<file path="src/hdl/gcm_pkg.sv">
// ----------------------------------------------------------------------------
// gcm_pkg
// types and constants shared by the gradient color map
// ----------------------------------------------------------------------------
package gcm_pkg;

  localparam int CHAN_BITS  = 8;
  localparam int NUM_CHANS  = 3;
  localparam int POS_BITS   = 16;
  localparam int STOP_BITS  = POS_BITS + NUM_CHANS * CHAN_BITS;
  localparam int COUNT_BITS = 3;
  localparam int CFG_INDEX_BITS = 3;
  localparam int MIN_STOPS  = 2;

  // register map
  localparam logic [CFG_INDEX_BITS-1:0] REG_STOP_COUNT = 3'd0;
  localparam logic [CFG_INDEX_BITS-1:0] REG_STOP_FIRST = 3'd1;

  typedef logic [CHAN_BITS-1:0] chan_t;
  // index 2 red, 1 green, 0 blue
  typedef logic [NUM_CHANS-1:0][CHAN_BITS-1:0] rgb_t;

  typedef struct packed {
    logic [POS_BITS-1:0] pos;
    rgb_t                color;
  } stop_t;

  localparam logic [COUNT_BITS-1:0] STOP_COUNT_RESET = 3'd2;
  localparam logic [STOP_BITS-1:0]  STOP_RESET       = '0;
  localparam logic [STOP_BITS-1:0]  STOP_ONE_RESET   = '1;

endpackage

</file>
<file path="src/hdl/gradient_color_map_core.sv">
// ----------------------------------------------------------------------------
// gradient_color_map_core
// path from the input transfer to out_valid: stage 1, stage 2, divider, multiply stage, output stage
// throughput: one pixel per cycle while the output is not stalled, set by the one-bit-per-stage weight divider
// a stall on the output freezes the whole pipeline, nothing is lost or repeated
// reset (rst, synchronous): pipeline empties, stop_count = 2, stop 1 all ones,
// every other stop zero
// ----------------------------------------------------------------------------
module gradient_color_map_core #(
  parameter int MAX_STOPS        = 6,
  parameter int SAMPLE_BITS      = 16,
  parameter int WEIGHT_FRAC_BITS = 12
) (
  input  logic                             clk,
  input  logic                             rst,
  // configuration write port
  input  logic                             cfg_we,
  input  logic [gcm_pkg::CFG_INDEX_BITS-1:0] cfg_index,
  input  logic [gcm_pkg::STOP_BITS-1:0]    cfg_data,
  // sample input
  input  logic                             in_valid,
  output logic                             in_ready,
  input  logic signed [SAMPLE_BITS-1:0]    sample,
  // pixel output
  output logic                             out_valid,
  input  logic                             out_ready,
  output logic [gcm_pkg::CHAN_BITS-1:0]    red,
  output logic [gcm_pkg::CHAN_BITS-1:0]    green,
  output logic [gcm_pkg::CHAN_BITS-1:0]    blue
);
  import gcm_pkg::*;

  localparam int WF = WEIGHT_FRAC_BITS;
  // width that holds both a sample and a stop position
  localparam int XW = (SAMPLE_BITS > POS_BITS) ? SAMPLE_BITS : POS_BITS;
  localparam int IW = $clog2(MAX_STOPS);
  // (rc - lc) * w product width
  localparam int PW = CHAN_BITS + 1 + WF + 1;
  localparam logic [COUNT_BITS-1:0] MAX_COUNT = COUNT_BITS'(MAX_STOPS);
  localparam logic [COUNT_BITS-1:0] MIN_COUNT = COUNT_BITS'(MIN_STOPS);

  // --------------------------------------------------------------------------
  // configuration registers, only the stops that can ever be in use are kept
  // --------------------------------------------------------------------------
  logic [COUNT_BITS-1:0] stop_count;
  stop_t                 stops [MAX_STOPS];
  logic [CFG_INDEX_BITS-1:0] stop_sel;

  assign stop_sel = cfg_index - REG_STOP_FIRST;

  always_ff @(posedge clk) begin
    if (rst) begin
      stop_count <= STOP_COUNT_RESET;
      for (int i = 0; i < MAX_STOPS; i++) begin
        stops[i] <= (i == 1) ? stop_t'(STOP_ONE_RESET) : stop_t'(STOP_RESET);
      end
    end else if (cfg_we) begin
      if (cfg_index == REG_STOP_COUNT) begin
        stop_count <= cfg_data[COUNT_BITS-1:0];
      end else if (32'(stop_sel) < MAX_STOPS) begin
        // index past the kept stops is dropped here as well
        stops[stop_sel[IW-1:0]] <= stop_t'(cfg_data);
      end
    end
  end

  function automatic logic signed [XW-1:0] pos_ext(stop_t st);
    return XW'($signed(st.pos));
  endfunction

  // --------------------------------------------------------------------------
  // pipeline control: every stage moves together whenever the output slot
  // is empty or its pixel is taken in this cycle
  // --------------------------------------------------------------------------
  logic advance;
  assign advance  = !out_valid || out_ready;
  assign in_ready = advance;

  // --------------------------------------------------------------------------
  // stage 1: sample register
  // --------------------------------------------------------------------------
  logic                          s1_vld;
  logic signed [SAMPLE_BITS-1:0] s1_sample;

  always_ff @(posedge clk) begin
    if (rst) begin
      s1_vld <= 1'b0;
    end else if (advance) begin
      s1_vld <= in_valid;
    end
  end

  always_ff @(posedge clk) begin
    if (advance) begin
      s1_sample <= sample;
    end
  end

  // --------------------------------------------------------------------------
  // stage 2: stop search and neighbor select
  // first stop in use whose position is above the sample; below the first
  // stop or past the last one the weight is forced to zero on one end stop
  // --------------------------------------------------------------------------
  logic [COUNT_BITS-1:0] cnt;
  logic [COUNT_BITS-1:0] n;
  logic [COUNT_BITS-1:0] end_idx;
  logic [COUNT_BITS-1:0] left_idx;
  logic [COUNT_BITS-1:0] right_idx;
  logic                  found;
  logic                  at_end;
  logic signed [XW-1:0]  s_ext;
  logic signed [XW-1:0]  left_pos;
  logic signed [XW-1:0]  right_pos;
  logic signed [XW:0]    num_full;
  logic signed [XW:0]    den_full;
  logic [XW-1:0]         num2;
  logic [XW-1:0]         den2;

  always_comb begin
    priority if (stop_count < MIN_COUNT) begin
      cnt = MIN_COUNT;
    end else if (stop_count > MAX_COUNT) begin
      cnt = MAX_COUNT;
    end else begin
      cnt = stop_count;
    end
  end

  assign s_ext = XW'(s1_sample);

  always_comb begin
    found = 1'b0;
    n     = cnt;
    for (int i = 0; i < MAX_STOPS; i++) begin
      if (!found && (COUNT_BITS'(i) < cnt) && (pos_ext(stops[i]) > s_ext)) begin
        found = 1'b1;
        n     = COUNT_BITS'(i);
      end
    end
  end

  assign at_end    = !found || (n == '0);
  assign end_idx   = (n == '0) ? '0 : cnt - 1'b1;
  assign left_idx  = at_end ? end_idx : n - 1'b1;
  assign right_idx = at_end ? end_idx : n;
  assign left_pos  = pos_ext(stops[left_idx[IW-1:0]]);
  assign right_pos = pos_ext(stops[right_idx[IW-1:0]]);
  assign num_full  = (XW+1)'(s_ext) - (XW+1)'(left_pos);
  assign den_full  = (XW+1)'(right_pos) - (XW+1)'(left_pos);
  // inside the ramp both differences are non-negative and below 2^XW
  assign num2      = at_end ? '0 : num_full[XW-1:0];
  assign den2      = at_end ? XW'(1) : den_full[XW-1:0];

  // --------------------------------------------------------------------------
  // weight divider: entry 0 is stage 2, each further entry resolves one
  // quotient bit of num * 2^WF / den by restoring division (num < den)
  // --------------------------------------------------------------------------
  logic          div_vld [WF+1];
  logic [XW-1:0] div_rem [WF+1];
  logic [XW-1:0] div_den [WF+1];
  logic [WF-1:0] div_q   [WF+1];
  rgb_t          div_lc  [WF+1];
  rgb_t          div_rc  [WF+1];

  always_ff @(posedge clk) begin
    if (rst) begin
      div_vld[0] <= 1'b0;
    end else if (advance) begin
      div_vld[0] <= s1_vld;
    end
  end

  always_ff @(posedge clk) begin
    if (advance) begin
      div_rem[0] <= num2;
      div_den[0] <= den2;
      div_q[0]   <= '0;
      div_lc[0]  <= stops[left_idx[IW-1:0]].color;
      div_rc[0]  <= stops[right_idx[IW-1:0]].color;
    end
  end

  for (genvar d = 1; d <= WF; d++) begin : g_div
    logic [XW:0] trial;
    logic [XW:0] diff;
    logic        fits;

    assign trial = {div_rem[d-1], 1'b0};
    assign fits  = trial >= {1'b0, div_den[d-1]};
    assign diff  = trial - {1'b0, div_den[d-1]};

    always_ff @(posedge clk) begin
      if (rst) begin
        div_vld[d] <= 1'b0;
      end else if (advance) begin
        div_vld[d] <= div_vld[d-1];
      end
    end

    always_ff @(posedge clk) begin
      if (advance) begin
        div_rem[d] <= fits ? diff[XW-1:0] : trial[XW-1:0];
        div_den[d] <= div_den[d-1];
        div_q[d]   <= {div_q[d-1][WF-2:0], fits};
        div_lc[d]  <= div_lc[d-1];
        div_rc[d]  <= div_rc[d-1];
      end
    end
  end

  // --------------------------------------------------------------------------
  // multiply stage: (right - left) * weight per channel
  // --------------------------------------------------------------------------
  logic                 mul_vld;
  logic signed [PW-1:0] mul_prod [NUM_CHANS];
  rgb_t                 mul_lc;

  always_ff @(posedge clk) begin
    if (rst) begin
      mul_vld <= 1'b0;
    end else if (advance) begin
      mul_vld <= div_vld[WF];
    end
  end

  always_ff @(posedge clk) begin
    if (advance) begin
      mul_lc <= div_lc[WF];
      for (int c = 0; c < NUM_CHANS; c++) begin
        mul_prod[c] <= PW'($signed({1'b0, div_rc[WF][c]}) - $signed({1'b0, div_lc[WF][c]}))
                       * $signed({1'b0, div_q[WF]});
      end
    end
  end

  // --------------------------------------------------------------------------
  // output stage: left + floor(product >> WF), clamped to 0..255, held until the transfer
  // --------------------------------------------------------------------------
  rgb_t pix_next;

  always_comb begin
    logic signed [CHAN_BITS+2:0] sum;
    for (int c = 0; c < NUM_CHANS; c++) begin
      // arithmetic shift of the product is the floor
      sum = (CHAN_BITS+3)'($signed({1'b0, mul_lc[c]}))
          + (CHAN_BITS+3)'($signed(mul_prod[c][PW-1:WF]));
      if (sum < 0) begin
        pix_next[c] = '0;
      end else if (sum > (CHAN_BITS+3)'(255)) begin
        pix_next[c] = '1;
      end else begin
        pix_next[c] = sum[CHAN_BITS-1:0];
      end
    end
  end

  always_ff @(posedge clk) begin
    if (rst) begin
      out_valid <= 1'b0;
    end else if (advance) begin
      out_valid <= mul_vld;
    end
  end

  always_ff @(posedge clk) begin
    if (advance) begin
      red   <= pix_next[2];
      green <= pix_next[1];
      blue  <= pix_next[0];
    end
  end

endmodule
</file>
<file path="config.mk">
export PLATFORM = sky130hd
export DESIGN_NAME = gradient_color_map_core
export DESIGN_NICKNAME = d
export VERILOG_FILES = /design/src/hdl/gcm_pkg.sv /design/src/hdl/gradient_color_map_core.sv
export SDC_FILE = /design/constraint.sdc
export NUM_CORES = 2
export LEC_CHECK = 0
export CAP_MARGIN = 20
export CELL_PAD_IN_SITES_DETAIL_PLACEMENT = 1
export CELL_PAD_IN_SITES_GLOBAL_PLACEMENT = 2
export CORE_ASPECT_RATIO = 1.1
export CORE_MARGIN = 8
export CORE_UTILIZATION = 40
export CTS_BUF_LIST = sky130_fd_sc_hd__clkbuf_8
export CTS_CLUSTER_DIAMETER = 100
export DETAILED_ROUTE_END_ITERATION = 16
export DONT_BUFFER_PORTS = 1
export GPL_TIMING_DRIVEN = 0
export PLACE_DENSITY_LB_ADDON = 0.1
export SYNTH_ARGS = -nofsm -noshare
export SYNTH_HDL_FRONTEND = slang
export SYNTH_SLANG_ARGS = --single-unit
</file>
<file path="constraint.sdc">
create_clock -name clk -period 96.9 [get_ports clk]
set_input_delay 19.38 -clock clk [delete_from_list [all_inputs] [get_ports clk]]
set_output_delay 19.38 -clock clk [all_outputs]
set_load 0.02 [all_outputs]
</file>
==> results by group <==
Status
  • Status: finished, final reports clean

Yosys
  • Synth Area in Simple Gates: 13.0%
  • Yosys Warn Count: 0
  • Sequential area share after synthesis: between 50 and 60%
  • Compound-Gate Fraction of Synth Area: 6.93%
  • Main combinational cell family by area after synthesis: adder cells
  • Synth Flop Type: edfxtp_1
  • Synth unique cells: 95
  • Post-synthesis average cell area: between 10 and 15 µm²
  • Number of synthesized register bits: roughly 1,500
  • Async SR Flop Fraction: 0%
  • Adder-Cell Fraction of Synth Area: 14.2%
  • Xor and xnor area share after synthesis: under 10%
  • Post-Syn Area: a little under 0.08 mm²
  • Post-synth EDFFs: 1,513
  • Mux cell area share after synthesis: approximately 1.3%
  • Cells after Synth: about 6,600

Setup path
  • CP top delay family: buffers and inverters
  • Crit path launch type: primary input
  • CP max-delay cell: nor2b_1
  • Worst Setup End Kind: output pin
  • Worst r2r src: s1_sample[8]
  • CP arrival: approximately 20 ns
  • CP startpoint: out_ready
  • CP Max Fanout: between 50 and 60
  • Slowest cell delay on critical path: roughly 0.3 ns
  • Crit Path Class: primary input to output pin
  • Critical Path RT: 77.52 ns
  • Critical path buffers and inverters: 3
  • Critical-path cell list: nor2b_1 > inv_1 > clkbuf_4 > buf_16

Place
  • Port Buffers: 0
  • HPWL Detailed: roughly 160 mm
  • DP Area: around 0.083 mm²
  • Gpl congestion: around 0.86

Timing
  • Hold Vio Cnt, Final: 0
  • Final Cycle Share: between 40% and 50%
  • Worst slew pin tran: about 1.1 ns
  • Unrepaired setup endpoints after global routing: no
  • Worst slew margin: between 20% and 30%
  • Maximum clock frequency: ~25 MHz
  • Slew Limit Fails: 0
  • TNS Setup: 0 ns
  • Final Skew: about 0.07 ns
  • Minimum clock period: between 30 and 40 ns
  • Endpoints failing setup: 0

CTS
  • Worst skew pair latency: about 0.98 ns
  • Reg clk slew, reported paths: roughly 0.05 ns
  • Clock Tree Root: clkbuf_8
  • Post-CTS Setup Inserts: 0
  • Cts hold-fix bufs: 0
  • CTS resizes: 0
  • CTS Buffer Depth: 4
  • CTS Buf Count: approximately 280
  • H-tree level count: 5
  • Clk sinks: approximately 1,500
  • CTS tree: yes

Final layout
  • Area growth syn-to-layout: 11.7%
  • Nets: around 8,000
  • Share of layout cells above drive strength 1: around 6.4%
  • Fin area: 0.0877 mm²

Floorplan
  • Core area: about 0.20 mm²
  • Rows: between 150 and 200
  • Width of the die: 439 µm
  • Chip Height: 481 µm
  • Starting density of the core: approximately 40%
  • Total die area: 0.211 mm²
  • # IOs: 90

Hold path
  • Worst Hold Class: flop to flop
  • Hold_sp: div_lc[10][22]

Route
  • Total wire length: slightly above 200 mm
  • Antenna Nets Post-Route: 0
  • Routed via count: a little under 50,000
  • Wire per inst: about 21 µm
  • DR vias/cell: approximately 5.1
  • 1st-iter DRT viols: about 2,200
  • # DRC: 0
  • TritonRoute pass-1 iters: 5

Flow run
  • Max cap viols: 0

GRT
  • Initial antenna violation count: 2
  • Vias in the first global route: roughly 54,000
  • Global route overflow: 0
  • First-pass GRT wire length: roughly 310 mm
  • Gr usage total: about a fifth
  • Pin count of the biggest net entering global routing: 73
-- flip-flops by register name, summed over array words and instances (netlist names) --
| register | count |
|---|---|
| s1_vld | 1 |
| red | 8 |
| mul_lc | 24 |
| mul_prod | 30 |
| out_valid | 1 |
| div_q | 78 |
| green | 8 |
| stops | 320 |
| blue | 8 |
| mul_vld | 1 |
| div_lc | 312 |
| s1_sample | 16 |
| div_den | 192 |
| div_vld | 13 |
| div_rc | 312 |
| stop_count | 3 |
| div_rem | 192 |
-- cell type report --
type | count | area (µm²)
antenna | 1 | 2.50
clock buffer | 287 | 3950
timing repair buffer | 31 | 751
buffer | 219 | 856
inverter | 669 | 2510
clock inverter | 183 | 900
sequential | 1519 | 45600
multi-input combinational | 4259 | 30000
tap | 2580 | 3230
fill | 20700 | 107000
-- cell usage in the layout (no fill, tap or decap), drive strengths merged, types with 70 or more instances in the layout --
cell type  instances
edfxtp          1513
nand2            982
inv              752
ha               527
clkbuf           476
nor2             418
nand3            358
a21oi            302
fa               227
o21ai            214
xnor2            164
nand2b           119
and2             111
clkinv            87
conb              80
a21o              74
mux2i             70
-- path summary, 6_finish.rpt --
kind / to / slack [ns] / cells after the start
worst max-delay path: in_ready / 57.10 / 4
worst min-delay path: div_lc[11][22] / 0.37 / 0
worst max register to register: div_rem[0][12] / 85.33 / 33
worst min register to register: div_lc[11][22] / 0.37 / 0
-- metrics by stage --
stage | instances | worst slack, ns | hold WS [ns] | utilization (%)
floorplan | 6666 | 25.95 | 0.400 | -
global placement | 9246 | 15.07 | 0.400 | 42.1
detailed placement | 9277 | 57.03 | 0.405 | 42.5
CTS | 9747 | 57.03 | 0.373 | 45.0
global route | 9748 | 56.90 | 0.369 | 45.0
finish | 9748 | 57.10 | 0.372 | 45.0
-- cell usage after synthesis (18+ instances only) --
master | instances | area (µm²)
a211oi_1 | 25 | 188
a21boi_0 | 52 | 390
a21o_1 | 74 | 556
a21oi_1 | 302 | 1510
a31oi_1 | 19 | 119
and2_1 | 110 | 688
and3_1 | 33 | 206
buf_1 | 18 | 67.6
clkbuf_1 | 189 | 709
edfxtp_1 | 1513 | 45400
fa_1 | 227 | 4540
ha_1 | 527 | 6590
inv_1 | 668 | 2510
mux2_2 | 26 | 293
mux2i_1 | 70 | 701
nand2_1 | 980 | 3680
nand2b_1 | 119 | 744
nand3_1 | 357 | 1790
nand4_1 | 54 | 338
nor2_1 | 417 | 1570
nor2b_1 | 52 | 325
nor3_1 | 43 | 215
nor4_1 | 19 | 119
o21a_1 | 62 | 465
o21ai_0 | 205 | 1030
o21bai_1 | 22 | 165
xnor2_1 | 163 | 1430
xor2_1 | 41 | 359
-- worst reg2reg max path: cells and delay by family, from the launching register on --
kind | cells | cell delay (ns)
buffers and inverters | 8 | 3.22
and+or+nand+nor | 9 | 2.50
muxes | 1 | 0.40
adders and majority gates | 4 | 1.30
DFF | 1 | 0.59
AOI/OAI and AO/OA | 11 | 3.27
-- kinds of logic (layout without fill, tap and decap cells) --
group	Yosys count	count (layout)
buffers and inverters	888	1389
XOR/XNOR	205	205
AO/OA/AOI/OAI	865	865
other	1	81
adder cells (fa/ha/maj)	758	758
AND/OR/NAND/NOR	2255	2255
flip-flops	1519	1519
multiplexers	96	96
-- metal layers --
metal,track usage (%),vias to the layer above,wire [µm]
met5,0,-,0
met4,6.70,0,6530
met3,3.09,366,7040
met2,36.4,841,109000
met1,22.0,24700,81900
li1,-,23700,-
Power is left out: the tool's default activity adds up to more than one toggle a clock period on the data nets, which glitch-free logic cannot reach.
